$ cat src/sv/kssm_ram.sv
// generic single write, single read ram with registered read data
module kssm_ram #(
  parameter int WIDTH = 32,
  parameter int DEPTH = 64,
  parameter int AW    = $clog2(DEPTH)
) (
  input  logic             clk_i,
  input  logic             we_i,
  input  logic [AW-1:0]    waddr_i,
  input  logic [WIDTH-1:0] wdata_i,
  input  logic [AW-1:0]    raddr_i,
  output logic [WIDTH-1:0] rdata_o
);
  logic [WIDTH-1:0] mem [DEPTH];

  always_ff @(posedge clk_i) begin
    if (we_i) mem[waddr_i] <= wdata_i;
    rdata_o <= mem[raddr_i];
  end
endmodule

$ cat config.mk
export PLATFORM = sky130hd
export DESIGN_NAME = kssm_ram
export DESIGN_NICKNAME = d
export VERILOG_FILES = /design/src/sv/kssm_ram.sv
export SDC_FILE = /design/constraint.sdc
export NUM_CORES = 2
export LEC_CHECK = 0
export ABC_CLOCK_PERIOD_IN_PS = 6200
export BUFFER_PORTS_ARGS = -buffer_cell sky130_fd_sc_hd__buf_2
export CORE_AREA = 3 3 366 368
export CTS_CLUSTER_DIAMETER = 30
export DETAILED_ROUTE_END_ITERATION = 12
export DIE_AREA = 0 0 369 371
export HOLD_SLACK_MARGIN = 0.03
export MAX_ROUTING_LAYER = met4
export PLACE_DENSITY = 0.85
export SLEW_MARGIN = 20
export SYNTH_ARGS = -nofsm -noshare
export SYNTH_HDL_FRONTEND = slang
export SYNTH_SLANG_ARGS = --single-unit
$ cat constraint.sdc
create_clock -name clk_i -period 6.2 [get_ports clk_i]
set_input_delay 1.55 -clock clk_i [delete_from_list [all_inputs] [get_ports clk_i]]
set_output_delay 1.55 -clock clk_i [all_outputs]
set_load 0.005 [all_outputs]
==> flow_metrics.env <==
export IMPL_overflow=0
export IMPL_die_h_um=371
export IMPL_antenna_found_initial=26
export IMPL_cts_sinks=2080
export IMPL_ys_ff_latch=2080
export IMPL_clk_path_buf_depth=4
export IMPL_ir_drop_mv=0.406
export IMPL_drc=0
export IMPL_num_nets_final=3737
export IMPL_h_tree_depth=5
export IMPL_cp_max_fo=79
export IMPL_r2r_cells=4
export IMPL_r2r_end="rdata_o[7]"
export IMPL_firstDrtPassIters=8
export IMPL_ant_nets=1
export IMPL_grt_use_total_pct=38.9
export IMPL_hold_path_class="flip-flop to flip-flop"
export IMPL_powerDensity_nw_per_um2=380
export IMPL_syn_area_um2=78500
export IMPL_cts_tree="built"
export IMPL_die_x_um=369
export IMPL_gp_congestion=0.845
export IMPL_cp_arrival_ns=5.25
export IMPL_die_area_um2=137000
export IMPL_vias=43000
export IMPL_violations="antenna violations"
export IMPL_portBuffers=77
export IMPL_synthCells=3324
export IMPL_synth_largest_area_cell="edfxtp_1"
export IMPL_fin_crit_ns=4.51
export IMPL_async_flop_share_pct=0
export IMPL_syn_area_per_cell_um2=23.6
export IMPL_start_util_pct=59.9
export IMPL_hold_violations=0
export IMPL_cp_start_kind="primary input"
export IMPL_drive_above_1_share_pct=34.3
export IMPL_coreArea_um2=131000
export IMPL_fmax_mhz=222
export IMPL_fin_crit_sh_pct=72.8
export IMPL_cp_end_kind="flip-flop"
export IMPL_most_common_layout_cells="2048 x edfxtp_1, 544 x mux4_2, 316 x clkbuf_16, 155 x buf_4, 93 x mux2i_1"
export IMPL_rows=133
export IMPL_reg2reg_from="mem[46][7]"
export IMPL_via_per_inst=7.53
export IMPL_synth_edff_count=2048
export IMPL_endpoint="rdata_o[8]"
export IMPL_drt_wl_total_um=254000
export IMPL_finalMaxSlewViolations=0
export IMPL_dp_hpwl_um=116000
export IMPL_yosysUniqueCellTypes=34
export IMPL_synth_warnings=0
export IMPL_first_iter_violations=8567
export IMPL_grt_pass1_wl_um=350000
export IMPL_yosys_area_top_type_share_pct=78.3
export IMPL_r2r_setup_slack_ns=3.48
export IMPL_insertion_delay_ns=0.94
export IMPL_wl_per_cell_um=44.6
export IMPL_io_pins=78
export IMPL_skew_ns=0.0533
export IMPL_cts_repair_resized=0
export IMPL_outcome="complete, but fails checks"
export IMPL_cts_clk_slew_worst_paths_ns=0.07
export IMPL_synthTopCellsByArea="edfxtp_1 78%, mux4_2 16%, mux2i_1 1.2%"
export IMPL_fin_util_pct=70.6
export IMPL_final_setup_viol_count=0
export IMPL_worstSetupPathType="primary input to flip-flop"
export IMPL_critPathLaunch="raddr_i[1]"
export IMPL_rsz0062_at_grt="no"
export IMPL_final_common_cell="edfxtp_1"
export IMPL_tightest_slew_ns=1.32
export IMPL_cp_required_ns=6.93
export IMPL_leakagePower_uw=0.0296
export IMPL_cts_root_buf="clkbuf_16"
export IMPL_grt_max_degree=80
export IMPL_synth_nets=3370
export IMPL_post_cts_buffers=0
export IMPL_cts_buffers=312
export IMPL_areaGrowthSynthToFinish_pct=18.0
export IMPL_slew_headroom_pct=11.8
export IMPL_synth_main_ff_cell="edfxtp_1"
export IMPL_hold_buffers=0
export IMPL_synth_seq_area_share_pct=79.1
export IMPL_grt_pass1_vias=43200
export IMPL_setup_tns_ns=0
export IMPL_cap_violations=0
-- where the power goes --
part / internal [uW] / switching [uW]
clock network: 11000 / 6930
logic: 535 / 1090
registers: 15600 / 94.5
-- stage by stage --
stage	cells	hold WS [ns]	cell area [um^2]	power, uW	worst slack, ns
2_1_floorplan	3324	0.663	78500	16700	1.49
3_3_place_gp	5128	0.735	82100	17300	1.24
3_5_place_dp	5129	0.761	82100	17400	1.10
4_1_cts	5677	0.962	92400	35000	1.76
5_1_grt	5700	0.977	92600	35600	1.76
6_report	5707	0.980	92600	35200	1.69
-- worst max-delay path: stages --
cell	delay [ns]
buf_8	0.56
buf_4	0.38
buf_4	0.35
nor2b_1	0.72
a22oi_1	0.21
and3_1	0.24
o32ai_1	0.89
nor3_1	0.18
-- cell type report --
cell class              count  area, um^2
clock buffers             352        8130
flip-flops and latches   2080       62100
fillers                  6731       38500
multi-input cells        1062       16000
diodes                     27        67.6
repair buffers            235        1850
clock inverters           196        2220
well taps                1755        2200
-- metal layers --
| layer | vias to the layer above | track usage (%) | part of all wire [%] |
|---|---|---|---|
| met3 | 1283 | 12.0 | 15 |
| met2 | 5005 | 59.3 | 48 |
| met5 | - | - | 0 |
| li1 | 15100 | - | - |
| met1 | 21600 | 45.0 | 29 |
| met4 | 0 | 25.5 | 9.0 |
-- synthesized netlist by cell type (3+ instances only) --
cell type and count:
edfxtp_1 2048, mux4_2 544, nor2_1 137, mux2i_1 93
o22ai_1 84, clkbuf_1 74, a21oi_1 62, buf_2 57
dfxtp_1 32, o221ai_1 27, nand2_1 26, buf_4 25
buf_1 21, nor2b_1 15, a22oi_1 12, a311oi_1 8
nand2b_1 8, nor3_1 7, buf_6 5, nand3_1 5
nand3b_1 5, a41o_1 4, and3_1 4, o32ai_1 4
or3_1 3, or3b_2 3
-- cells by family after synthesis --
| family | after synthesis | share of synthesized area, % |
|---|---|---|
| flip-flops | 2080 | 79.1 |
| AO/OA/AOI/OAI | 202 | 1.67 |
| buffers and inverters | 182 | 1.13 |
| multiplexers | 637 | 16.8 |
| AND/OR/NAND/NOR | 223 | 1.27 |
-- how the worst min path moves through the flow --
stage / slack (ns) / depth (start not counted) / to / startpoint
after floorplan: 0.66 / 4 / rdata_o[17] / mem[12][17]
after global placement: 0.74 / 4 / rdata_o[8] / mem[12][8]
final: 0.98 / 4 / rdata_o[17] / mem[12][17]
after global routing: 0.98 / 4 / rdata_o[17] / mem[12][17]
after detailed placement: 0.76 / 4 / rdata_o[8] / mem[12][8]
after CTS: 0.96 / 4 / rdata_o[17] / mem[12][17]
-- flip-flops by register name (all words and copies together) (netlist names) --
name and flops:
rdata_o 32, mem 2048
No activity file was read; power rests on OpenSTA's default activity.
